**src/design/dasc_pkg.sv**
```systemverilog
// ----------------------------------------------------------------------------
// Door access session controller package
// Shared types, command and status codes, and reset constants.
// ----------------------------------------------------------------------------
package dasc_pkg;

  // Widths of the transaction fields
  localparam int unsigned CmdW    = 4;
  localparam int unsigned UidW    = 56;
  localparam int unsigned UidLenW = 3;
  localparam int unsigned TickW   = 32;
  localparam int unsigned CfgIdxW = 1;
  localparam int unsigned CfgW    = 32;

  // Number of UID bytes that the controller keeps, clamped to the field width
  localparam int unsigned UID_BYTES   = 7;
  localparam int unsigned UidFieldMax = UidW / 8;
  localparam int unsigned UID_CAP     = (UID_BYTES > UidFieldMax) ? UidFieldMax : UID_BYTES;

  // Configuration register indices and reset values
  localparam logic [CfgIdxW-1:0] REG_SESSION_DURATION = 1'b0;
  localparam logic [CfgIdxW-1:0] REG_AUTH_WAIT        = 1'b1;
  localparam logic [TickW-1:0]   SESSION_DURATION_RST = 32'd3600000;
  localparam logic [TickW-1:0]   AUTH_WAIT_RST        = 32'd10000;

  // Door state
  typedef enum logic [1:0] {
    MODE_LOCKED = 2'd0,
    MODE_WAIT   = 2'd1,
    MODE_OPEN   = 2'd2
  } mode_e;

  // Incoming events
  typedef enum logic [CmdW-1:0] {
    CMD_TICK            = 4'd0,
    CMD_CARD_READ       = 4'd1,
    CMD_GRANTED         = 4'd2,
    CMD_DENIED          = 4'd3,
    CMD_AUTH_TIMEOUT    = 4'd4,
    CMD_UNLOCK_REQ      = 4'd5,
    CMD_OVERRIDE_ENGAGE = 4'd6,
    CMD_OVERRIDE_OFF    = 4'd7,
    CMD_PRESENCE_ON     = 4'd8,
    CMD_PRESENCE_OFF    = 4'd9,
    CMD_SET_PRESENCE    = 4'd10,
    CMD_SET_OVERRIDE    = 4'd11,
    CMD_CANCEL          = 4'd12
  } cmd_e;

  // Lock actuator pulse
  typedef enum logic [1:0] {
    DRIVE_NONE   = 2'd0,
    DRIVE_UNLOCK = 2'd1,
    DRIVE_LOCK   = 2'd2
  } drive_e;

  // Access outcome
  typedef enum logic [1:0] {
    RESULT_NONE     = 2'd0,
    RESULT_SUCCESS  = 2'd1,
    RESULT_REJECTED = 2'd2,
    RESULT_TIMEOUT  = 2'd3
  } result_e;

  // One input transaction
  typedef struct packed {
    logic [CmdW-1:0]    command;
    logic [UidW-1:0]    card_uid;
    logic [UidLenW-1:0] card_uid_length;
    logic               level;
  } item_t;

  // One result transaction
  typedef struct packed {
    mode_e              door_state;
    drive_e             lock_drive;
    result_e            auth_status;
    logic               session_on;
    logic               override_active;
    logic               presence_on;
    logic [UidW-1:0]    held_uid;
    logic [UidLenW-1:0] held_uid_length;
  } res_t;

  // Configuration register contents
  typedef struct packed {
    logic [TickW-1:0] session_duration;
    logic [TickW-1:0] auth_wait;
  } cfg_t;

endpackage

```
**src/design/door_access_session_controller_unit.sv**
```systemverilog
// Path: input register, control stage, then result register once it has room.
// Throughput: one transaction per cycle while the consumer takes results; the
// state update and the counter compares for a transaction sit in a single
// pass of the control stage.
// Reset: door locked, counters, flags and held UID cleared, configuration
// registers back to their default durations; no clearing pass is needed.
// ----------------------------------------------------------------------------
// Door access session controller
// Event and tick driven door controller with session and authorisation timing.
// ----------------------------------------------------------------------------
module door_access_session_controller_unit import dasc_pkg::*; (
  input  logic               clk_i,
  input  logic               rst_ni,
  // Configuration port
  input  logic               cfg_we_i,
  input  logic [CfgIdxW-1:0] cfg_index_i,
  input  logic [CfgW-1:0]    cfg_wdata_i,
  // Input channel
  input  logic               in_valid_i,
  output logic               in_ready_o,
  input  logic [CmdW-1:0]    command_i,
  input  logic [UidW-1:0]    card_uid_i,
  input  logic [UidLenW-1:0] card_uid_length_i,
  input  logic               level_i,
  // Result channel
  output logic               out_valid_o,
  input  logic               out_ready_i,
  output logic [1:0]         door_state_o,
  output logic [1:0]         lock_drive_o,
  output logic [1:0]         auth_status_o,
  output logic               session_on_o,
  output logic               override_active_o,
  output logic               presence_on_o,
  output logic [UidW-1:0]    held_uid_o,
  output logic [UidLenW-1:0] held_uid_length_o
);

  cfg_t  cfg_q;
  item_t in_item, stage_item;
  logic  stage_valid, advance;
  res_t  ctrl_res, out_res;

  // Configuration registers
  always_ff @(posedge clk_i or negedge rst_ni) begin
    if (!rst_ni) begin
      cfg_q.session_duration <= SESSION_DURATION_RST;
      cfg_q.auth_wait        <= AUTH_WAIT_RST;
    end else if (cfg_we_i) begin
      unique case (cfg_index_i)
        REG_SESSION_DURATION: cfg_q.session_duration <= cfg_wdata_i;
        REG_AUTH_WAIT:        cfg_q.auth_wait        <= cfg_wdata_i;
        default: begin
        end
      endcase
    end
  end

  // Input transaction bundle
  always_comb begin
    in_item.command         = command_i;
    in_item.card_uid        = card_uid_i;
    in_item.card_uid_length = card_uid_length_i;
    in_item.level           = level_i;
  end

  dasc_in_reg u_in_reg (
    .clk_i      (clk_i),
    .rst_ni     (rst_ni),
    .in_valid_i (in_valid_i),
    .in_ready_o (in_ready_o),
    .item_i     (in_item),
    .valid_o    (stage_valid),
    .advance_i  (advance),
    .item_o     (stage_item)
  );

  dasc_ctrl u_ctrl (
    .clk_i  (clk_i),
    .rst_ni (rst_ni),
    .step_i (advance),
    .item_i (stage_item),
    .cfg_i  (cfg_q),
    .res_o  (ctrl_res)
  );

  dasc_out_reg u_out_reg (
    .clk_i       (clk_i),
    .rst_ni      (rst_ni),
    .src_valid_i (stage_valid),
    .advance_o   (advance),
    .res_i       (ctrl_res),
    .out_valid_o (out_valid_o),
    .out_ready_i (out_ready_i),
    .res_o       (out_res)
  );

  // Result fields
  assign door_state_o      = out_res.door_state;
  assign lock_drive_o      = out_res.lock_drive;
  assign auth_status_o     = out_res.auth_status;
  assign session_on_o      = out_res.session_on;
  assign override_active_o = out_res.override_active;
  assign presence_on_o     = out_res.presence_on;
  assign held_uid_o        = out_res.held_uid;
  assign held_uid_length_o = out_res.held_uid_length;

`ifndef ASSERT_OFF
  // An unlock pulse always comes with the door open
  a_unlock_open: assert property (@(posedge clk_i) disable iff (!rst_ni)
    (out_valid_o && lock_drive_o == DRIVE_UNLOCK) |-> door_state_o == MODE_OPEN)
    else $error("unlock pulse without open door");

  // A lock pulse ends the session and locks the door
  a_lock_closed: assert property (@(posedge clk_i) disable iff (!rst_ni)
    (out_valid_o && lock_drive_o == DRIVE_LOCK) |->
      (door_state_o == MODE_LOCKED && !session_on_o))
    else $error("lock pulse with session still active");

  // A successful grant leaves an open door with an active session
  a_success_open: assert property (@(posedge clk_i) disable iff (!rst_ni)
    (out_valid_o && auth_status_o == RESULT_SUCCESS) |->
      (door_state_o == MODE_OPEN && session_on_o))
    else $error("success reported without open session");

  // With the result register empty the input side never stalls
  a_no_stall: assert property (@(posedge clk_i) disable iff (!rst_ni)
    !out_valid_o |-> in_ready_o)
    else $error("input stalled while result register empty");
`endif

endmodule

```
**src/design/dasc_in_reg.sv**
```systemverilog
// ----------------------------------------------------------------------------
// Door access input register
// Holds one accepted transaction until the control stage takes it.
// ----------------------------------------------------------------------------
module dasc_in_reg import dasc_pkg::*; (
  input  logic  clk_i,
  input  logic  rst_ni,
  input  logic  in_valid_i,
  output logic  in_ready_o,
  input  item_t item_i,
  output logic  valid_o,
  input  logic  advance_i,
  output item_t item_o
);

  logic  valid_q, valid_d;
  item_t item_q;

  // Room for a new transaction when empty or when the held one moves on
  assign in_ready_o = !valid_q || advance_i;

  // Occupancy flag
  always_comb begin
    valid_d = valid_q;
    if (in_ready_o) begin
      valid_d = in_valid_i;
    end
  end

  always_ff @(posedge clk_i or negedge rst_ni) begin
    if (!rst_ni) begin
      valid_q <= 1'b0;
    end else begin
      valid_q <= valid_d;
    end
  end

  // Payload register
  always_ff @(posedge clk_i) begin
    if (in_valid_i && in_ready_o) begin
      item_q <= item_i;
    end
  end

  assign valid_o = valid_q;
  assign item_o  = item_q;

endmodule

```
**src/design/dasc_ctrl.sv**
```systemverilog
// ----------------------------------------------------------------------------
// Door access control stage
// Door state machine, tick counters, flags and UID capture for one transaction.
// ----------------------------------------------------------------------------
module dasc_ctrl import dasc_pkg::*; (
  input  logic  clk_i,
  input  logic  rst_ni,
  input  logic  step_i,
  input  item_t item_i,
  input  cfg_t  cfg_i,
  output res_t  res_o
);

  mode_e              mode_q, mode_d;
  logic [TickW-1:0]   session_ticks_q, session_ticks_d;
  logic [TickW-1:0]   auth_ticks_q, auth_ticks_d;
  logic               presence_q, presence_d;
  logic               override_q, override_d;
  logic               session_q, session_d;
  logic [UidW-1:0]    uid_q, uid_d;
  logic [UidLenW-1:0] uid_len_q, uid_len_d;

  cmd_e               cmd;
  logic               locked, waiting, open;
  logic [TickW-1:0]   session_inc, auth_inc;
  logic               session_expire, auth_expire;
  logic [UidLenW-1:0] cap_len;
  logic [UidW-1:0]    uid_merged;
  drive_e             drive;
  result_e            result;

  assign cmd     = cmd_e'(item_i.command);
  assign locked  = (mode_q == MODE_LOCKED);
  assign waiting = (mode_q == MODE_WAIT);
  assign open    = (mode_q == MODE_OPEN);

  // Saturating counters and their expiry compares
  assign session_inc    = (session_ticks_q == '1) ? session_ticks_q : session_ticks_q + 1'b1;
  assign auth_inc       = (auth_ticks_q == '1) ? auth_ticks_q : auth_ticks_q + 1'b1;
  assign session_expire = !override_q && !presence_q && (session_inc >= cfg_i.session_duration);
  assign auth_expire    = (auth_inc >= cfg_i.auth_wait);

  // UID capture: the low bytes come from the card, the rest are kept
  assign cap_len = (item_i.card_uid_length > UidLenW'(UID_CAP)) ? UidLenW'(UID_CAP)
                                                                 : item_i.card_uid_length;
  always_comb begin
    uid_merged = uid_q;
    for (int b = 0; b < UidFieldMax; b++) begin
      if (UidLenW'(b) < cap_len) begin
        uid_merged[8*b +: 8] = item_i.card_uid[8*b +: 8];
      end
    end
  end

  // Next state
  always_comb begin
    mode_d          = mode_q;
    session_ticks_d = session_ticks_q;
    auth_ticks_d    = auth_ticks_q;
    presence_d      = presence_q;
    override_d      = override_q;
    session_d       = session_q;
    uid_d           = uid_q;
    uid_len_d       = uid_len_q;
    unique case (cmd)
      CMD_TICK: begin
        if (open) begin
          session_ticks_d = session_inc;
          if (session_expire) begin
            session_d = 1'b0;
            mode_d    = MODE_LOCKED;
          end
        end else if (waiting) begin
          auth_ticks_d = auth_inc;
          if (auth_expire) begin
            mode_d = MODE_LOCKED;
          end
        end
      end
      CMD_CARD_READ: begin
        if (locked || waiting) begin
          auth_ticks_d = '0;
          mode_d       = MODE_WAIT;
          if (cap_len != '0) begin
            uid_d     = uid_merged;
            uid_len_d = cap_len;
          end
        end
      end
      CMD_GRANTED: begin
        if (locked || waiting) begin
          session_d       = 1'b1;
          session_ticks_d = '0;
          mode_d          = MODE_OPEN;
        end
      end
      CMD_DENIED, CMD_AUTH_TIMEOUT, CMD_CANCEL: begin
        if (waiting) begin
          mode_d = MODE_LOCKED;
        end
      end
      CMD_UNLOCK_REQ: begin
        if (locked) begin
          session_d       = 1'b1;
          session_ticks_d = '0;
          mode_d          = MODE_OPEN;
        end
      end
      CMD_OVERRIDE_ENGAGE: begin
        if (locked) begin
          override_d      = 1'b1;
          session_d       = 1'b1;
          session_ticks_d = '0;
          mode_d          = MODE_OPEN;
        end else if (open) begin
          override_d = 1'b1;
        end
      end
      CMD_OVERRIDE_OFF: begin
        if (open) begin
          override_d = 1'b0;
        end
      end
      CMD_PRESENCE_ON: begin
        if (!waiting) begin
          presence_d = 1'b1;
        end
      end
      CMD_PRESENCE_OFF: begin
        if (!waiting) begin
          presence_d = 1'b0;
        end
      end
      CMD_SET_PRESENCE: begin
        presence_d = item_i.level;
      end
      CMD_SET_OVERRIDE: begin
        override_d = item_i.level;
        if (item_i.level && locked) begin
          session_ticks_d = '0;
          mode_d          = MODE_OPEN;
        end
      end
      default: begin
      end
    endcase
  end

  // Pulse and status outputs
  always_comb begin
    drive  = DRIVE_NONE;
    result = RESULT_NONE;
    unique case (cmd)
      CMD_TICK: begin
        if (open && session_expire) begin
          drive = DRIVE_LOCK;
        end else if (waiting && auth_expire) begin
          result = RESULT_TIMEOUT;
        end
      end
      CMD_GRANTED: begin
        if (locked || waiting) begin
          drive = DRIVE_UNLOCK;
        end
        if (waiting) begin
          result = RESULT_SUCCESS;
        end
      end
      CMD_DENIED: begin
        if (waiting) begin
          result = RESULT_REJECTED;
        end
      end
      CMD_AUTH_TIMEOUT: begin
        if (waiting) begin
          result = RESULT_TIMEOUT;
        end
      end
      CMD_UNLOCK_REQ, CMD_OVERRIDE_ENGAGE: begin
        if (locked) begin
          drive = DRIVE_UNLOCK;
        end
      end
      CMD_SET_OVERRIDE: begin
        if (item_i.level && locked) begin
          drive = DRIVE_UNLOCK;
        end
      end
      default: begin
      end
    endcase
  end

  // State registers, updated once per transaction
  always_ff @(posedge clk_i or negedge rst_ni) begin
    if (!rst_ni) begin
      mode_q          <= MODE_LOCKED;
      session_ticks_q <= '0;
      auth_ticks_q    <= '0;
      presence_q      <= 1'b0;
      override_q      <= 1'b0;
      session_q       <= 1'b0;
      uid_q           <= '0;
      uid_len_q       <= '0;
    end else if (step_i) begin
      mode_q          <= mode_d;
      session_ticks_q <= session_ticks_d;
      auth_ticks_q    <= auth_ticks_d;
      presence_q      <= presence_d;
      override_q      <= override_d;
      session_q       <= session_d;
      uid_q           <= uid_d;
      uid_len_q       <= uid_len_d;
    end
  end

  // Result shows the state after the transaction
  always_comb begin
    res_o.door_state      = mode_d;
    res_o.lock_drive      = drive;
    res_o.auth_status     = result;
    res_o.session_on      = session_d;
    res_o.override_active = override_d;
    res_o.presence_on     = presence_d;
    res_o.held_uid        = uid_d;
    res_o.held_uid_length = uid_len_d;
  end

endmodule

```
**src/design/dasc_out_reg.sv**
```systemverilog
// ----------------------------------------------------------------------------
// Door access result register
// Holds one result transaction until the consumer takes it.
// ----------------------------------------------------------------------------
module dasc_out_reg import dasc_pkg::*; (
  input  logic clk_i,
  input  logic rst_ni,
  input  logic src_valid_i,
  output logic advance_o,
  input  res_t res_i,
  output logic out_valid_o,
  input  logic out_ready_i,
  output res_t res_o
);

  logic valid_q, valid_d;
  res_t res_q;

  // Load when empty or when the held result leaves in the same cycle
  assign advance_o = src_valid_i && (!valid_q || out_ready_i);

  always_comb begin
    valid_d = valid_q;
    if (advance_o) begin
      valid_d = 1'b1;
    end else if (out_ready_i) begin
      valid_d = 1'b0;
    end
  end

  always_ff @(posedge clk_i or negedge rst_ni) begin
    if (!rst_ni) begin
      valid_q <= 1'b0;
    end else begin
      valid_q <= valid_d;
    end
  end

  // Payload register
  always_ff @(posedge clk_i) begin
    if (advance_o) begin
      res_q <= res_i;
    end
  end

  assign out_valid_o = valid_q;
  assign res_o       = res_q;

endmodule
```
**config.mk**
```make
export PLATFORM = sky130hd
export DESIGN_NAME = door_access_session_controller_unit
export DESIGN_NICKNAME = d
export VERILOG_FILES = /design/src/design/dasc_pkg.sv /design/src/design/door_access_session_controller_unit.sv /design/src/design/dasc_in_reg.sv /design/src/design/dasc_ctrl.sv /design/src/design/dasc_out_reg.sv
export SDC_FILE = /design/constraint.sdc
export NUM_CORES = 1
export LEC_CHECK = 0
export BUFFER_PORTS_ARGS = -buffer_cell sky130_fd_sc_hd__buf_2
export CORE_MARGIN = 5
export CORE_UTILIZATION = 35
export DETAILED_ROUTE_END_ITERATION = 8
export HOLD_SLACK_MARGIN = 0.05
export PLACE_DENSITY = 0.58
export SLEW_MARGIN = 5
export SYNTH_ARGS = -nofsm -noshare
export SYNTH_HDL_FRONTEND = slang
export SYNTH_SLANG_ARGS = --single-unit
```
**constraint.sdc**
```tcl
create_clock -name clk_i -period 11.91 [get_ports clk_i]
set_input_delay 1.7865 -clock clk_i [delete_from_list [all_inputs] [get_ports clk_i]]
set_output_delay 1.7865 -clock clk_i [all_outputs]
set_load 0.01 [all_outputs]
```
Word level (Yosys, flattened, before mapping)
Index checks and enable logic that the tools add are counted.
{"block": "classes", "n_addsub": 2, "magnitude_cmp": 10, "eq_ne": 23, "mux": 59, "n_bitwise": 1, "reduce_logical": 26}
{"cell": "$mux W32", "n": 8}
{"cell": "$mux W56", "n": 3}
{"cell": "$pmux W32 S4", "n": 1}
{"cell": "$add A32 B1 Y32 const B", "n": 2}
{"cell": "$eq A32 B32 Y1 const B", "n": 2}
{"cell": "$ge A32 B32 Y1", "n": 2}
{"cell": "$pmux W32 S2", "n": 1}
{"cell": "$mux W8", "n": 7}
{"cell": "$mux W2", "n": 14}
{"cell": "$eq A4 B4 Y1 const B", "n": 5}
{"cell": "$eq A4 B3 Y1 const B", "n": 4}
{"cell": "$pmux W2 S4", "n": 2}
{"cell": "$mux W1", "n": 15}
{"cell": "$mux W3", "n": 4}
{"cell": "$ne A2 B1 Y1 const B", "n": 6}
{"cell": "$pmux W2 S6", "n": 1}
{"cell": "$lt A3 B3 Y1 const A", "n": 3}
{"cell": "$pmux W1 S3", "n": 3}
{"cell": "$eq A4 B2 Y1 const B", "n": 2}
{"cell": "$logic_and A1 B1 Y1", "n": 7}
{"cell": "$lt A1 B3 Y1 const A", "n": 2}
{"cell": "$lt A2 B3 Y1 const A", "n": 2}
{"cell": "$reduce_and A6 Y1", "n": 1}
{"cell": "$reduce_and A5 Y1", "n": 1}
{"cell": "16 further kinds", "n": 23}
{"block": "totals", "regBits": 326, "elab_cells": 145}

Depth between registers and ports, before layout
{"block": "logic_depth", "ltp_word": 7, "ltp_mapped": 17, "mapped_depth_nobuf": 14}

By module
Synthesis repeated with hierarchy kept, for this count alone.
{"block": "hier_totals", "hier_cells": 1333, "area_unflattened_um2": 16123.0}
{"module": "dasc_ctrl", "n_inst": 1, "cells_each": 1056, "area_each_um2": 9615.5, "seq_area_each_um2": 3203.1}
{"module": "door_access_session_controller_unit", "n_inst": 1, "cells_each": 137, "area_each_um2": 2446.1, "seq_area_each_um2": 1621.6}
{"module": "dasc_out_reg", "n_inst": 1, "cells_each": 72, "area_each_um2": 2085.8, "seq_area_each_um2": 2067.0}
{"module": "dasc_in_reg", "n_inst": 1, "cells_each": 68, "area_each_um2": 1975.6, "seq_area_each_um2": 1946.9}

Least setup slack after synthesis
No wires, ideal clock.
{"block": "synth_path", "path_type": "input to register", "start": "in out_ready_i", "end": "reg u_out_reg.res_q (netlist bit u_out_reg.res_o[0]) (enable)", "setup_ps": 459, "arrival_time_ps": 4526, "required_ps": 11451, "path_slack_ps": 6925, "stages": 5, "n_path_buf": 2, "cell_sequence": "nand2b_1 > nand2_1 > inv_2 > clkbuf_1 > clkbuf_1"}
{"block": "synth_between", "elab_chain_cells": 2}
{"item": "start, declared", "line_no": "door_access_session_controller_unit.sv:27", "text": "input logic out_ready_i,"}
{"item": "$logic_or A1 B1 Y1", "line_no": "dasc_out_reg.sv:20", "text": "assign advance_o = src_valid_i && (!valid_q || out_ready_i);"}
{"item": "$logic_and A1 B1 Y1", "line_no": "dasc_out_reg.sv:20"}
{"item": "net advance", "line_no": "door_access_session_controller_unit.sv:40", "text": "logic stage_valid, advance;"}
{"item": "end signal, assigned", "line_no": "dasc_out_reg.sv:42", "text": "res_q <= res_i;"}
{"item": "end, declared", "line_no": "dasc_out_reg.sv:17", "text": "res_t res_q;"}
The timed path passes the listed nets, and every way through them passes these cells.
A chain may end at the register's enable or synchronous reset.

==> impl_metrics.py <==
metrics = {
    "drt": {
        "avgViaCountPerCell": 5.20,
        "wirelength_um": 39300,
        "ant_nets": 0,
        "vias": 11279,
        "first_pass_iters": 5,
        "wl_per_cell_um": 18.1,
        "drc": 0,
        "detail_route.iter0.violations": 754,
    },
    "finish": {
        "synthToLayoutAreaGrowth_pct": 16.6,
        "fillers": 4346,
        "fin_nets": 1708,
        "drive_above_1_share_pct": 26.0,
        "final_cell_mix": "dfrtp_1, buf_2, nand2_1",
        "layout_commonest_cell": "dfrtp_1",
    },
    "clock_network": {
        "cts.path.max_buffers": 3,
        "htree_num_levels": 2,
        "cts_hold_buf": 0,
        "clk_pin_slew_worst_paths_ns": 0.06,
        "cts_setup_buffers": 0,
        "post_cts_resize_count": 0,
        "clk_latency_ns": 0.55,
        "clock-root-buffer": "clkbuf_16",
        "cts.sinks": 326,
        "cts_buffers": 38,
        "cts_tree": "done",
    },
    "worst_setup_path": {
        "cp_max_fo": 18,
        "reg2reg_slack_ns": 6.91,
        "arrival_ns": 5.29,
        "crit_path_end_kind": "flop",
        "crit_required_ns": 12.20,
        "reg2regPathDepth": 12,
        "cpMostUsedCell": "nand4_1",
        "critPathKind": "reg -> reg",
        "r2r_end": "u_out_reg.res_o[61]",
        "cp_cell_sequence": "nand4_1, nor4_1, nand4_1, nand4_1, xnor2_1, ha_1, nand4_1, nor3_1, or4b_2, a31o_2, and2_1, o32a_1",
        "cp-start-kind": "flop",
        "cpPeakStageDelay_ns": 0.69,
        "r2r-start": "u_ctrl.session_ticks_q[24]",
        "crit_slowest_cell": "nand4_1",
    },
    "synthesis": {
        "synth_fa_ha_area_share_pct": 5.17,
        "synth_compound_area_share_pct": 11.1,
        "syn_nets": 1555,
        "syn_area_um2": 16000,
        "synth_edf_count": 132,
        "avgSynthCellArea_um2": 11.5,
        "ys_async_sr_fraction_pct": 59.5,
        "syn_inst": 1387,
        "synth_xor_area_share_pct": 3.29,
        "synth-seq-area-share_pct": 55.4,
        "synth.distinct_cells": 66,
        "synthSimpleGateAreaFrac_pct": 11.6,
        "yosysWarningCount": 0,
        "muxShareOfSynthArea_pct": 9.87,
        "synth_top_family_by_area": "simple AND/OR/NAND/NOR gates",
        "ys_seq_elements": 326,
        "synthFlopType": "dfrtp_1",
    },
    "global_route": {
        "overflow": 0,
        "grt_pass1_vias": 11361,
        "grt_pass1_wl_um": 62300,
        "grt_usage_pct": 15.4,
        "antenna_found_initial": 10,
        "grt_start_max_net_pins": 86,
    },
    "floorplan": {
        "initial_core_util_pct": 35.3,
        "dieHeight_um": 224,
        "die-width_um": 224,
        "row_count": 78,
        "dieArea_um2": 50000,
        "fp.coreArea_um2": 45300,
        "top_level_ports": 172,
    },
    "placement": {
        "io_buffer_count": 171,
        "finalWeightedCongestion": 0.801,
        "hpwl_um": 27500,
    },
    "worst_hold_path": {
        "min_to": "u_ctrl.uid_q[42]",
        "whs_path_depth": 2,
        "min_from": "u_ctrl.uid_q[42]",
        "worstHoldPathType": "reg -> reg",
    },
    "sta": {
        "finalHoldViolCount": 0,
        "fin_skew_ns": 0.0186,
        "worst_slew_pin_slew_ns": 1.12,
        "max_slew_margin_pct": 25.1,
        "period_needed_ns": 5.00,
        "hold_ws_ns": 0.473,
        "rsz0062_at_grt": "false",
        "min_period_over_period_pct": 42.0,
        "drv_slew": 0,
        "finalSetupViolCount": 0,
        "finalSetupTns_ns": 0,
        "fmax_ghz": 0.200,
    },
    "power_and_ir_drop": {
        "max-vdd-ir-drop_v": 0.000129,
        "powerDensity_nw_per_um2": 161,
        "p_leak_nw": 8.11,
    },
    "run": {
        "drv_cap": 0,
    },
    "outcome": {
        "status": "finished, final reports clean",
    },
}
synth_stat cells (6+ instances only):
cell type,n,area [um2]
clkbuf_1,54,203
edfxtp_1,132,3960
dfstp_2,16,420
o21ai_0,80,400
and2_1,12,75.1
a21oi_1,55,275
a31oi_1,37,231
nand4_1,29,181
nand2b_1,14,87.6
xnor2_1,44,385
nand2_1,148,556
nor4_1,6,37.5
o31ai_1,19,143
or3_1,7,43.8
inv_1,76,285
and3_1,15,93.8
buf_2,9,45.0
nor2b_1,8,50.1
a41oi_1,8,70.1
nor3_1,18,90.1
o211ai_1,8,60.1
xor2_1,16,140
a21o_1,21,158
nand3_1,39,195
mux2_2,139,1570
and4_1,13,114
dfrtp_1,178,4450
nor2_1,40,150
a22o_1,8,70.1
ha_1,66,826
worst max-delay path, delay by kind of cell, from the launching register on:
kind,cells,cell delay (ns)
AOI/OAI and AO/OA,2,0.59
xor gates and xnor gates,1,0.10
adders and majority gates,1,0.32
DFF,1,0.48
and+or+nand+nor,8,3.26
registers in the layout, indices dropped and copies added (netlist names):
name,count
u_out_reg.out_valid_o,1
u_ctrl.uid_q,56
u_ctrl.session_ticks_q,32
u_ctrl.presence_q,1
u_ctrl.uid_len_q,3
u_ctrl.mode_q,2
u_ctrl.session_q,1
u_in_reg.valid_o,1
u_in_reg.item_o,64
u_out_reg.res_o,68
u_ctrl.auth_ticks_q,32
cfg_q,64
u_ctrl.override_q,1
cell families (layout without fill, tap and decap cells):
| group | Yosys count | after routing |
|---|---|---|
| AND/OR/NAND/NOR | 368 | 368 |
| flip-flops | 326 | 326 |
| AO/OA/AOI/OAI | 279 | 279 |
| buffers and inverters | 148 | 331 |
| multiplexers | 140 | 140 |
| adder cells (fa/ha/maj) | 66 | 66 |
| XOR/XNOR | 60 | 60 |
| other | 0 | 1 |
metrics by stage:
stage	cell area, um2	worst slack [ns]	power (mW)	instances	util, %
floorplan	16000	6.93	1.72	1387	-
global placement	17400	6.98	1.88	2100	38.4
detailed placement	17400	6.90	1.89	2100	38.4
CTS	18600	6.87	3.04	2170	41.1
global route	18600	6.48	3.15	2170	41.1
finish	18600	6.91	3.00	2171	41.1
per-layer routing:
layer	vias up	GRT usage [%]	share of wire, %
li1	5381	-	-
met1	5542	20.8	45
met2	267	24.1	45
met3	71	5.33	7.8
met4	18	3.60	1.7
met5	-	0	0.29
where the power goes:
group | total, mW | leakage, nW | switching (mW) | internal [mW]
combinational | 0.422 | 3.75 | 0.226 | 0.196
clock | 1.13 | 0.578 | 0.467 | 0.663
sequential | 1.44 | 3.79 | 0.0850 | 1.36
total | 3.00 | 8.11 | 0.778 | 2.22
how the worst max path moves through the flow:
| stage | startpoint | slack, ns | to | cells past startpoint |
|---|---|---|---|---|
| after CTS | u_ctrl.session_ticks_q[24] | 6.87 | u_out_reg.res_o[61] | 12 |
| after floorplan | out_ready_i | 6.93 | u_out_reg.res_o[0] | 5 |
| after global placement | u_ctrl.session_ticks_q[24] | 6.98 | u_out_reg.res_o[61] | 12 |
| after detailed placement | u_ctrl.session_ticks_q[24] | 6.90 | u_out_reg.res_o[61] | 12 |
| final | u_ctrl.session_ticks_q[24] | 6.91 | u_out_reg.res_o[61] | 12 |
| after global routing | u_ctrl.session_ticks_q[24] | 6.48 | u_out_reg.res_o[61] | 12 |
layout make-up:
class	count	area, um2	area share [%]
antenna	1	2.50	0.0134
clock buffer	59	1100	5.91
clock inverter	11	113	0.605
inverter	77	292	1.57
multi-input combinational	913	6560	35.2
sequential	326	8840	47.5
tap	600	751	4.03
timing repair buffer	184	962	5.17
Power figures use the tool's default switching activity.
